File: config.mk
export PLATFORM = sky130hd
export DESIGN_NAME = sha512_front_flat
export DESIGN_NICKNAME = d
export VERILOG_FILES = /design/src/sha512_pkg.sv /design/src/sha512_if.sv /design/src/sha512_front.sv /design/src/flat_wrapper.sv
export SDC_FILE = /design/constraint.sdc
export NUM_CORES = 1
export LEC_CHECK = 0
export BUFFER_PORTS_ARGS = -buffer_cell sky130_fd_sc_hd__buf_2
export CELL_PAD_IN_SITES_DETAIL_PLACEMENT = 1
export CELL_PAD_IN_SITES_GLOBAL_PLACEMENT = 1
export CORE_MARGIN = 1.5
export CORE_UTILIZATION = 25
export CTS_CLUSTER_SIZE = 28
export DETAILED_ROUTE_END_ITERATION = 10
export HOLD_SLACK_MARGIN = 0.05
export PLACE_DENSITY = 0.5
export REMOVE_ABC_BUFFERS = 1
export SYNTH_ARGS = -nofsm -noshare
export SYNTH_HDL_FRONTEND = slang
export SYNTH_SLANG_ARGS = --single-unit
File: constraint.sdc
create_clock -name clk -period 3.21 [get_ports clk]
set_clock_uncertainty 0.1 [all_clocks]
set_input_delay 0.321 -clock clk [delete_from_list [all_inputs] [get_ports clk]]
set_output_delay 0.321 -clock clk [all_outputs]
set_load 0.01 [all_outputs]
File: src/sha512_pkg.sv
// Package: types, constants and round functions of the SHA-512 hash core.
`timescale 1ns / 1ps
`default_nettype none
package sha512_pkg;

    typedef logic [63:0] word_t;

    typedef enum logic [2:0] {
        ST_IDLE,
        ST_ROUND,
        ST_UPDATE,
        ST_EMIT
    } back_state_t;

    // Padding phase of the back end.
    typedef enum logic [1:0] {
        PAD_NONE,
        PAD_ZERO,
        PAD_HI,
        PAD_LO
    } pad_phase_t;

    // Word kinds passed from the front end to the back end.
    typedef enum logic [1:0] {
        KIND_DATA,
        KIND_FINAL
    } kind_t;

    typedef struct packed {
        word_t      word;
        logic [3:0] nbytes;
        kind_t      kind;
    } req_t;

    localparam int QueueDepth = 4;
    localparam int QueueAw    = 2;
    localparam int Rounds     = 80;

    localparam word_t INIT_HASH [8] = '{
        64'h6a09e667f3bcc908, 64'hbb67ae8584caa73b, 64'h3c6ef372fe94f82b,
        64'ha54ff53a5f1d36f1, 64'h510e527fade682d1, 64'h9b05688c2b3e6c1f,
        64'h1f83d9abfb41bd6b, 64'h5be0cd19137e2179
    };

    localparam word_t ROUND_K [80] = '{
        64'h428a2f98d728ae22, 64'h7137449123ef65cd, 64'hb5c0fbcfec4d3b2f, 64'he9b5dba58189dbbc,
        64'h3956c25bf348b538, 64'h59f111f1b605d019, 64'h923f82a4af194f9b, 64'hab1c5ed5da6d8118,
        64'hd807aa98a3030242, 64'h12835b0145706fbe, 64'h243185be4ee4b28c, 64'h550c7dc3d5ffb4e2,
        64'h72be5d74f27b896f, 64'h80deb1fe3b1696b1, 64'h9bdc06a725c71235, 64'hc19bf174cf692694,
        64'he49b69c19ef14ad2, 64'hefbe4786384f25e3, 64'h0fc19dc68b8cd5b5, 64'h240ca1cc77ac9c65,
        64'h2de92c6f592b0275, 64'h4a7484aa6ea6e483, 64'h5cb0a9dcbd41fbd4, 64'h76f988da831153b5,
        64'h983e5152ee66dfab, 64'ha831c66d2db43210, 64'hb00327c898fb213f, 64'hbf597fc7beef0ee4,
        64'hc6e00bf33da88fc2, 64'hd5a79147930aa725, 64'h06ca6351e003826f, 64'h142929670a0e6e70,
        64'h27b70a8546d22ffc, 64'h2e1b21385c26c926, 64'h4d2c6dfc5ac42aed, 64'h53380d139d95b3df,
        64'h650a73548baf63de, 64'h766a0abb3c77b2a8, 64'h81c2c92e47edaee6, 64'h92722c851482353b,
        64'ha2bfe8a14cf10364, 64'ha81a664bbc423001, 64'hc24b8b70d0f89791, 64'hc76c51a30654be30,
        64'hd192e819d6ef5218, 64'hd69906245565a910, 64'hf40e35855771202a, 64'h106aa07032bbd1b8,
        64'h19a4c116b8d2d0c8, 64'h1e376c085141ab53, 64'h2748774cdf8eeb99, 64'h34b0bcb5e19b48a8,
        64'h391c0cb3c5c95a63, 64'h4ed8aa4ae3418acb, 64'h5b9cca4f7763e373, 64'h682e6ff3d6b2b8a3,
        64'h748f82ee5defb2fc, 64'h78a5636f43172f60, 64'h84c87814a1f0ab72, 64'h8cc702081a6439ec,
        64'h90befffa23631e28, 64'ha4506cebde82bde9, 64'hbef9a3f7b2c67915, 64'hc67178f2e372532b,
        64'hca273eceea26619c, 64'hd186b8c721c0c207, 64'heada7dd6cde0eb1e, 64'hf57d4f7fee6ed178,
        64'h06f067aa72176fba, 64'h0a637dc5a2c898a6, 64'h113f9804bef90dae, 64'h1b710b35131c471b,
        64'h28db77f523047d84, 64'h32caab7b40c72493, 64'h3c9ebe0a15c9bebc, 64'h431d67c49c100d4c,
        64'h4cc5d4becb3e42b6, 64'h597f299cfc657e2a, 64'h5fcb6fab3ad6faec, 64'h6c44198c4a475817
    };

    function automatic word_t ror(input word_t x, input int n);
        ror = (x >> n) | (x << (64 - n));
    endfunction

    function automatic word_t big_s0(input word_t x);
        big_s0 = ror(x, 28) ^ ror(x, 34) ^ ror(x, 39);
    endfunction

    function automatic word_t big_s1(input word_t x);
        big_s1 = ror(x, 14) ^ ror(x, 18) ^ ror(x, 41);
    endfunction

    function automatic word_t sml_s0(input word_t x);
        sml_s0 = ror(x, 1) ^ ror(x, 8) ^ (x >> 7);
    endfunction

    function automatic word_t sml_s1(input word_t x);
        sml_s1 = ror(x, 19) ^ ror(x, 61) ^ (x >> 6);
    endfunction

endpackage
`default_nettype wire

File: src/sha512_if.sv
// Interfaces: request channel and digest channel.
`timescale 1ns / 1ps
`default_nettype none
interface sha512_in_if;
    logic        valid;
    logic        ready;
    logic [63:0] data_word;
    logic [3:0]  valid_bytes;
    logic        message_end;
    modport source (output valid, data_word, valid_bytes, message_end, input ready);
    modport sink (input valid, data_word, valid_bytes, message_end, output ready);
endinterface

`default_nettype wire

File: src/sha512_front.sv
// Front end: accepts requests, classifies them and queues them for the back end.
`timescale 1ns / 1ps
`default_nettype none
module sha512_front (
    input  wire logic            clk,
    input  wire logic            rst_n,
    sha512_in_if.sink            in_ch,
    output sha512_pkg::req_t     q_data,
    output logic                 q_valid,
    input  wire logic            q_pop
);
    sha512_pkg::req_t                   mem_reg [sha512_pkg::QueueDepth];
    logic [sha512_pkg::QueueAw-1:0]     wr_reg, rd_reg;
    logic [sha512_pkg::QueueAw:0]       cnt_reg;
    sha512_pkg::req_t                   req;
    logic                               push;
    logic [3:0]                         nb;

    always_comb
    begin
        if (!in_ch.message_end)
            nb = 4'd8;
        else if (in_ch.valid_bytes > 4'd8)
            nb = 4'd8;
        else
            nb = in_ch.valid_bytes;
        req.word   = in_ch.data_word;
        req.nbytes = nb;
        req.kind   = in_ch.message_end ? sha512_pkg::KIND_FINAL : sha512_pkg::KIND_DATA;
    end

    assign in_ch.ready = (cnt_reg != (sha512_pkg::QueueAw+1)'(sha512_pkg::QueueDepth));
    assign push        = in_ch.valid && in_ch.ready;
    assign q_valid     = (cnt_reg != '0);
    assign q_data      = mem_reg[rd_reg];

    always_ff @(posedge clk)
    begin
        if (push)
            mem_reg[wr_reg] <= req;
    end

    always_ff @(posedge clk or negedge rst_n)
    begin
        if (!rst_n)
        begin
            wr_reg  <= '0;
            rd_reg  <= '0;
            cnt_reg <= '0;
        end
        else
        begin
            if (push)
                wr_reg <= wr_reg + 1'b1;
            if (q_pop)
                rd_reg <= rd_reg + 1'b1;
            cnt_reg <= cnt_reg + (push ? 1'b1 : 1'b0) - (q_pop ? 1'b1 : 1'b0);
        end
    end

    a_no_overflow: assert property (@(posedge clk) disable iff (!rst_n)
        (cnt_reg == (sha512_pkg::QueueAw+1)'(sha512_pkg::QueueDepth)) |-> !push)
        else $error("queue overflow");
    a_no_underflow: assert property (@(posedge clk) disable iff (!rst_n)
        q_pop |-> q_valid) else $error("queue underflow");
    a_count_step: assert property (@(posedge clk) disable iff (!rst_n)
        (push && !q_pop) |=> (cnt_reg == $past(cnt_reg) + 1'b1))
        else $error("count mismatch");
endmodule
`default_nettype wire

File: src/flat_wrapper.sv
// flat-port wrapper written by rule: the top's interface ports become plain ports
module sha512_front_flat 
  (clk, rst_n, q_data, q_valid, q_pop, in_ch_valid, in_ch_data_word, in_ch_valid_bytes, in_ch_message_end, in_ch_ready);
  sha512_in_if in_ch_i ();
  input  wire logic clk;
  input  wire logic rst_n;
  output sha512_pkg::req_t q_data;
  output logic q_valid;
  input  wire logic q_pop;
  input wire logic [$bits(in_ch_i.valid)-1:0] in_ch_valid;
  input wire logic [$bits(in_ch_i.data_word)-1:0] in_ch_data_word;
  input wire logic [$bits(in_ch_i.valid_bytes)-1:0] in_ch_valid_bytes;
  input wire logic [$bits(in_ch_i.message_end)-1:0] in_ch_message_end;
  output wire logic [$bits(in_ch_i.ready)-1:0] in_ch_ready;
  assign in_ch_i.valid = in_ch_valid;
  assign in_ch_i.data_word = in_ch_data_word;
  assign in_ch_i.valid_bytes = in_ch_valid_bytes;
  assign in_ch_i.message_end = in_ch_message_end;
  assign in_ch_ready = in_ch_i.ready;
  sha512_front u_core (.clk(clk), .rst_n(rst_n), .in_ch(in_ch_i), .q_data(q_data), .q_valid(q_valid), .q_pop(q_pop));
endmodule
==> results.json, run 1 <==
{
  "outcome": "completed",
  "drt_wl_total_mm": 22.0,
  "fillerInstances": 4154,
  "ys_ff_latch": 283,
  "synth_cells": 409,
  "syn_to_final_growth_pct": 29.7,
  "critical_path.startpoint_type": "register",
  "reg2regPathDepth": 3,
  "fin_setup_tns_ps": 0,
  "hold_viol_final": 0,
  "r2r-end": "u_core.mem_reg[0][21]",
  "fp.dieW_um": 208,
  "io_buffer_count": 143,
  "grt_usage": 0.105,
  "min_from": "in_ch_valid_bytes[3]",
  "fmax_ghz": 0.375,
  "hp-class": "in -> reg",
  "core.rowCount": 75,
  "grt_pass1_vias": 5812,
  "vias": 4982,
  "layout-drive-gt1-share": 0.404,
  "drc": 0,
  "cts.repair.resized": 0,
  "drtIter0Drc": 217,
  "max_cap_violations": 0,
  "numCtsBuffers": 34,
  "postSynthAreaPerCell_um2": 25.7,
  "yosysSeqAreaShare": 0.804,
  "vias_per_cell": 4.10,
  "gp_congestion": 0.702,
  "rsz0062_at_grt": "false",
  "maxSlewViolCount": 0,
  "finalInstanceArea_mm2": 0.0137,
  "hold_path_end": "u_core.mem_reg[3][4]",
  "overflow": 0,
  "powerDensity_mw_per_mm2": 899,
  "grt_pass1_wl_mm": 34.4,
  "crit_fanout": 71,
  "period_minus_slack_ps": 2670,
  "placed_area_mm2": 0.0119,
  "synth_area_mm2": 0.0105,
  "critPathArrivalTime_ps": 2240,
  "yosysWarnings": 0,
  "setup_viol": 0,
  "cts_num_sinks": 283,
  "ir_worst_vdd_mv": 0.519,
  "critPathLaunch": "u_core.rd_reg[0]",
  "core_mm2": 0.0418,
  "fp.dieH_um": 208,
  "grt_max_degree": 72,
  "initial_core_util": 0.252,
  "dpl.hpwl_mm": 12.7,
  "largest_register_ffs": 276,
  "ctsRootBufferMaster": "clkbuf_16",
  "first_pass_iters": 4,
  "dieArea_mm2": 0.0434,
  "synth_area_leaders": "edfxtp_1, mux4_2, dfrtp_1",
  "antenna_found_initial": 1,
  "crit_type": "reg -> out",
  "worst_slew_pin_slew_ps": 628,
  "cts_max_level": 2,
  "required_ps": 2790,
  "synth_top_area_share": 0.787,
  "fin_nets": 729,
  "cts_buffer_depth": 3,
  "slew-limit-headroom": 0.582,
  "cts.clk_slew.worst_paths_ps": 50,
  "ant_nets": 0,
  "tritoncts": "done",
  "ff2ff_setup_slack_ps": 980,
  "p_leak_nw": 4.65,
  "num_io_pins": 145,
  "hold_depth": 3,
  "finalCritPeriodShare": 0.830,
  "yosysUniqueCellTypes": 24,
  "yosys.area.top_type": "edfxtp_1",
  "end_kind": "output pin",
  "wl_per_cell_um": 18.1,
  "insertion_delay_ps": 520,
  "r2r-start": "u_core.cnt_reg[2]"
}
[metal layers]
metal	wire length (um)	vias up	global-route usage
li1	-	2223	-
met1	9380	2594	0.130
met2	10900	126	0.174
met3	1180	39	0.0294
met4	568	0	0.0448
met5	0	-	0
[layout make-up]
type                    count  area (um^2)  area share
flip-flops and latches    283         8470       0.620
multi-input cells         101         1860       0.136
repair buffers            221         1510       0.111
clock buffers              45          956      0.0700
well taps                 539          674      0.0494
clock inverters            16          154      0.0113
inverters                   8         30.0     0.00220
diodes                      1         2.50    0.000183
[repair_timing]
item                                   in CTS  in global routing
setup endpoints to repair                   0                  0
endpoints found under the hold margin     271                  0
setup buffers                               0                  0
hold buffers                               69                  0
[worst max-delay path by stage]
stage / end / slack, ps / cells past startpoint
floorplan: q_data[69] / -740 / 1
global placement: q_data[42] / 1010 / 3
detailed placement: u_core.mem_reg[0][36] / 940 / 3
CTS: q_data[42] / 430 / 3
global route: q_data[69] / 370 / 3
finish: q_data[69] / 540 / 3
[placed cells by master (no fill, tap or decap), drive strengths merged]
master,count
fa,1
nor2b,2
buf,152
dlygate4sd3,69
o211ai,2
and2,3
mux4,69
diode,1
nand4bb,2
inv,8
ha,6
xnor2,3
nand2,2
nand2b,3
and3b,4
clkbuf,45
clkinvlp,2
nor3b,1
dfrtp,7
conb,1
edfxtp,276
or3,1
clkinv,11
xor2,1
bufinv,3
[critical path, cell delays in order, from the launching register on]
cell and delay (ps):
dfrtp_4 410, buf_12 470, mux4_1 640, buf_2 160
[Yosys cell counts, drive strengths merged]
cell / number
nand2b: 3
conb: 1
nand2: 2
xor2: 1
dfrtp: 7
clkbuf: 1
buf: 16
and2: 3
fa: 1
nor2b: 2
or3: 1
and3b: 4
o211ai: 2
xnor2: 3
ha: 6
nand4bb: 2
nor3b: 1
inv: 8
edfxtp: 276
mux4: 69
[kinds of logic (layout without fill, tap and decap cells)]
logic type                 count (synthesis)  in the layout  share of synthesized area
xor gates and xnor gates                   4              4                    0.00333
and+or+nand+nor                           18             18                     0.0127
buffers and inverters                     25            290                     0.0216
AOI/OAI and AO/OA                          2              2                    0.00143
muxes                                     69             69                      0.148
adders and majority gates                  7              7                    0.00903
DFF                                      283            283                      0.804
other                                      1              2                   0.000356
[report_power, final]
group	internal, mW	switching (mW)
Combinational	1.58	1.78
Clock	2.33	1.41
Sequential	4.88	0.293
[metrics by stage]
| stage | setup WS, ps | cells | hold WS [ps] | util | total power [mW] |
|---|---|---|---|---|---|
| 5_1_grt | 374 | 1214 | 97.2 | 0.327 | 13.0 |
| 3_5_place_dp | 940 | 1083 | 69.3 | 0.284 | 8.70 |
| 2_1_floorplan | -736 | 392 | -74.6 | - | 7.30 |
| 4_1_cts | 434 | 1213 | 63.5 | 0.327 | 12.6 |
| 6_report | 545 | 1214 | 92.0 | 0.327 | 12.3 |
| 3_3_place_gp | 1010 | 1083 | 61.5 | 0.284 | 8.59 |
Power figures use the tool's default switching activity.
==> run 2: changes to the inputs <==
--- a/config.mk
+++ b/config.mk
@@ -13,7 +13,7 @@
 export CTS_CLUSTER_SIZE = 28
 export DETAILED_ROUTE_END_ITERATION = 10
 export HOLD_SLACK_MARGIN = 0.05
-export PLACE_DENSITY = 0.5
+export PLACE_DENSITY = 0.52
 export REMOVE_ABC_BUFFERS = 1
 export SYNTH_ARGS = -nofsm -noshare
 export SYNTH_HDL_FRONTEND = slang
==> constraint.sdc (replaced) <==
create_clock -name clk -period 2.25 [get_ports clk]
set_clock_uncertainty 0.1 [all_clocks]
set_input_delay 0.225 -clock clk [delete_from_list [all_inputs] [get_ports clk]]
set_output_delay 0.225 -clock clk [all_outputs]
set_load 0.01 [all_outputs]
==> results.json, run 2 (synthesis results as in run 1) <==
{
  "finalCritPeriodShare": 1.05,
  "min_from": "in_ch_data_word[8]",
  "ant_nets": 0,
  "drtIter0Drc": 217,
  "r2r-end": "u_core.cnt_reg[2]",
  "instances_no_fill": 1228,
  "overflow": 0,
  "vias": 5098,
  "dp.cells": 1087,
  "grt_pass1_vias": 5787,
  "fp.dieH_um": 208,
  "ir_worst_vdd_mv": 0.696,
  "p_leak_nw": 4.93,
  "fin_nets": 745,
  "io_buffer_count": 143,
  "critPathLaunch": "u_core.rd_reg[0]",
  "crit_fanout": 8,
  "numCtsBuffers": 30,
  "hold_depth": 2,
  "cts.clk_slew.worst_paths_ps": 60,
  "critical_path.startpoint_type": "register",
  "fin_ws_ps": -106,
  "powerDensity_mw_per_mm2": 1330,
  "violations": "negative setup slack",
  "insertion_delay_ps": 560,
  "initial_core_util": 0.252,
  "crit_type": "reg -> out",
  "dieArea_mm2": 0.0434,
  "hold_path_end": "u_core.mem_reg[0][13]",
  "drt_wl_total_mm": 24.2,
  "cts_max_level": 1,
  "tritoncts": "done",
  "wl_per_cell_um": 19.7,
  "grt_usage": 0.107,
  "placed_area_mm2": 0.0120,
  "finalInstanceArea_mm2": 0.0144,
  "grt_pass1_wl_mm": 35.5,
  "end_kind": "output pin",
  "first_pass_iters": 4,
  "largest_register_ffs": 276,
  "final_common_cell": "edfxtp_1",
  "required_ps": 1920,
  "r2r-start": "u_core.cnt_reg[2]",
  "vias_per_cell": 4.15,
  "critPathArrivalTime_ps": 2030,
  "outcome": "finished, violations left",
  "cts_num_sinks": 283,
  "place_worst_setup_slack_ps": 215,
  "layout-drive-gt1-share": 0.418,
  "ff2ff_setup_slack_ps": 310,
  "cts_buffer_depth": 3,
  "period_minus_slack_ps": 2360,
  "core.rowCount": 75,
  "max_cap_violations": 0,
  "drc": 0,
  "dpl.hpwl_mm": 13.7,
  "fp.dieW_um": 208,
  "reg2regPathDepth": 7,
  "maxSlewViolCount": 0,
  "num_antenna_cells": 0,
  "gp_congestion": 0.670,
  "antenna_found_initial": 0,
  "num_io_pins": 145,
  "hp-class": "in -> reg",
  "core_mm2": 0.0418,
  "grt_max_degree": 61,
  "final_cell_mix": "edfxtp_1, buf_2, dlygate4sd3_1",
  "syn_to_final_growth_pct": 36.4,
  "rsz0062_at_grt": "true",
  "hold_viol_final": 0,
  "fmax_ghz": 0.424,
  "ctsRootBufferMaster": "clkbuf_16",
  "setup_viol": 69
}
-- run 2: routing by layer --
metal | GRT usage | share of wire
met4 | 0.0337 | 0.019
met2 | 0.175 | 0.48
met3 | 0.0222 | 0.044
met5 | 0 | 0
met1 | 0.144 | 0.46
-- run 2: metrics by stage --
step | power (mW) | hold slack, ps | TNS (ps) | util
global route | 20.1 | 286 | -10200 | 0.344
CTS | 18.7 | 268 | -12600 | 0.335
detailed placement | 12.6 | -11.6 | 0 | 0.287
global placement | 12.5 | -23.4 | 0 | 0.287
floorplan | 10.3 | -171 | -277970 | -
finish | 19.2 | 313 | -3970 | 0.344
-- run 2: repair_timing --
action                     CTS  global route
resized for setup           35            42
setup endpoints to repair   67            68
gates cloned                 1             5
hold endpoints to repair   287             0
pin swaps                    0             0
buffers inserted             2             5
hold buffers                73             0
-- run 2: area by class of cell --
cell class / count / area [um^2]
Clock buffer: 36 / 795
Clock inverter: 20 / 245
Fill cell: 4108 / 27400
Inverter: 8 / 30.0
Multi-Input combinational cell: 101 / 1860
Sequential cell: 283 / 8470
Tap cell: 539 / 674
Timing Repair Buffer: 241 / 2290
-- run 2: how the worst max path moves through the flow --
stage | to | cells after the start
3_5_place_dp | u_core.cnt_reg[2] | 7
4_1_cts | q_data[36] | 3
2_1_floorplan | q_data[69] | 1
5_1_grt | q_data[29] | 4
6_report | q_data[2] | 4
3_3_place_gp | q_data[30] | 3
-- run 2: worst max-delay path: stages, from the launching register on --
cell,delay (ps)
dfrtp_4,450
buf_12,150
buf_12,150
mux4_2,550
buf_2,170
-- run 2: report_power, final --
group          leakage (nW)  switching, mW  internal, mW
sequential             2.61          0.305          6.95
combinational          1.81           3.12          3.63
clock                 0.512           1.97          3.18
total                  4.93           5.39          13.8
==> run 3: changes to the inputs <==
--- a/config.mk
+++ b/config.mk
@@ -5,15 +5,17 @@
 export SDC_FILE = /design/constraint.sdc
 export NUM_CORES = 1
 export LEC_CHECK = 0
+export ABC_AREA = 1
 export BUFFER_PORTS_ARGS = -buffer_cell sky130_fd_sc_hd__buf_2
 export CELL_PAD_IN_SITES_DETAIL_PLACEMENT = 1
 export CELL_PAD_IN_SITES_GLOBAL_PLACEMENT = 1
 export CORE_MARGIN = 1.5
 export CORE_UTILIZATION = 25
+export CTS_CLUSTER_DIAMETER = 50
 export CTS_CLUSTER_SIZE = 28
 export DETAILED_ROUTE_END_ITERATION = 10
 export HOLD_SLACK_MARGIN = 0.05
-export PLACE_DENSITY = 0.52
+export PLACE_DENSITY = 0.54
 export REMOVE_ABC_BUFFERS = 1
 export SYNTH_ARGS = -nofsm -noshare
 export SYNTH_HDL_FRONTEND = slang
==> results.json, run 3 <==
{
  "outcome": "completed",
  "hp-class": "in -> reg",
  "insertion_delay_ps": 490,
  "fin_nets": 1187,
  "end_kind": "output pin",
  "vias": 7223,
  "rsz0062_at_grt": "true",
  "hold_depth": 3,
  "p_leak_nw": 6.06,
  "largest_register_ffs": 276,
  "synth_edf_count": 276,
  "period_minus_slack_ps": 2240,
  "yosysSeqAreaShare": 0.735,
  "grt_usage": 0.119,
  "cts_num_sinks": 283,
  "synth-main-ff-cell": "edfxtp_1",
  "cts_max_level": 2,
  "finalCritPeriodShare": 0.995,
  "placed_area_mm2": 0.0131,
  "crit_fanout": 24,
  "layout-drive-gt1-share": 0.226,
  "core.rowCount": 78,
  "drtIter0Drc": 294,
  "core_mm2": 0.0454,
  "io_buffer_count": 143,
  "powerDensity_mw_per_mm2": 1340,
  "max_cap_violations": 0,
  "grt_pass1_vias": 7566,
  "ant_nets": 0,
  "first_pass_iters": 4,
  "critPathArrivalTime_ps": 1910,
  "async_flop_share": 0.0247,
  "critical_path.startpoint_type": "register",
  "dpl.hpwl_mm": 17.0,
  "wl_per_cell_um": 16.5,
  "cts_buffer_depth": 3,
  "r2r-start": "u_core.cnt_reg[1]",
  "yosysWarnings": 0,
  "fp.dieW_um": 218,
  "synth_area_mm2": 0.0115,
  "yosysMostFrequentCell": "edfxtp_1",
  "ctsRootBufferMaster": "clkbuf_16",
  "syn_to_final_growth_pct": 32.4,
  "hold_ws_ps": 86.2,
  "fmax_ghz": 0.447,
  "required_ps": 1920,
  "synth_commonest_cells": "edfxtp_1, nand2_1, inv_1, o211ai_1, buf_6",
  "drt_wl_total_mm": 28.6,
  "synth_top_area_share": 0.720,
  "overflow": 0,
  "critPathLaunch": "u_core.rd_reg[0]",
  "numCtsBuffers": 34,
  "finalInstanceArea_mm2": 0.0152,
  "maxSlewViolCount": 0,
  "postSynthAreaPerCell_um2": 13.3,
  "synth_area_leaders": "edfxtp_1, o211ai_1, nand2_1",
  "reg2regPathDepth": 6,
  "min_from": "in_ch_valid_bytes[1]",
  "final_cell_mix": "edfxtp_1, nand2_1, inv_1",
  "gp_congestion": 0.688,
  "num_io_pins": 145,
  "yosysUniqueCellTypes": 17,
  "antenna_found_initial": 1,
  "dieArea_mm2": 0.0473,
  "fp.dieH_um": 218,
  "final_common_cell": "edfxtp_1",
  "tritoncts": "done",
  "grt_pass1_wl_mm": 43.4,
  "hold_viol_final": 0,
  "drc": 0,
  "vias_per_cell": 4.17,
  "yosys.area.top_type": "edfxtp_1",
  "crit_type": "reg -> out",
  "num_antenna_cells": 0,
  "setup_viol": 0,
  "synth_cells": 867,
  "cts.clk_slew.worst_paths_ps": 70,
  "grt_max_degree": 70,
  "ys_ff_latch": 283,
  "initial_core_util": 0.254,
  "ir_worst_vdd_mv": 0.380
}
-- run 3: per-layer routing --
metal  vias to the layer above  GRT usage  share of wire
li1                       3483          -              -
met1                      3584      0.162           0.48
met2                       123      0.193           0.46
met3                        31     0.0247          0.044
met4                         2     0.0317          0.016
met5                         -          0        0.00045
-- run 3: kinds of logic after synthesis --
kind of cell,Yosys count,share of synthesized area
AO/OA/AOI/OAI,138,0.0943
XOR/XNOR,2,0.00152
AND/OR/NAND/NOR,232,0.0760
flip-flops,283,0.735
other,1,0.000326
adder cells (fa/ha/maj),7,0.00826
buffers and inverters,204,0.0844
-- run 3: repair_timing --
action	CTS	global route
hold buffers	71	0
buffers inserted	5	3
gates resized for setup	7	10
cloned	1	2
endpoints found under the setup margin	67	54
hold endpoints to repair	280	0
pin swaps	16	23
-- run 3: worst paths after layout --
check	endpoint	slack (ps)
setup reg to reg	u_core.mem_reg[3][17]	380
hold / removal	u_core.mem_reg[0][2]	90
max in group asynchronous	u_core.rd_reg[1]	1150
min in group asynchronous	u_core.rd_reg[0]	600
hold reg to reg	u_core.wr_reg[0]	430
setup / recovery	q_data[12]	10
-- run 3: cell type report --
type,count,area [um^2]
Inverter,157,602
Multi-Input combinational cell,380,2110
Fill cell,4841,30100
Clock inverter,21,312
Timing Repair Buffer,251,2060
Clock buffer,40,937
Tap cell,600,751
Sequential cell,283,8470
-- run 3: stage by stage --
stage,utilization,TNS (ps),power [mW],instances,setup WS (ps)
after floorplan,-,-785200,10.3,820,-3230
after global placement,0.288,0,14.1,1589,330
after detailed placement,0.288,0,14.2,1589,325
after CTS,0.333,-745,20.7,1727,-49.0
after global routing,0.336,-808,21.8,1732,-81.8
final,0.336,0,20.5,1732,10.8
-- run 3: power by group --
part           internal (mW)  switching (mW)
Combinational           2.80            4.44
Sequential              6.94           0.314
Clock                   3.74            2.26
Total                   13.5            7.02
-- run 3: critical path, stage by stage, from the launching register on --
cell	delay, ps
dfrtp_4	570
buf_12	180
buf_12	150
o211ai_1	190
nand2_1	130
buf_2	160
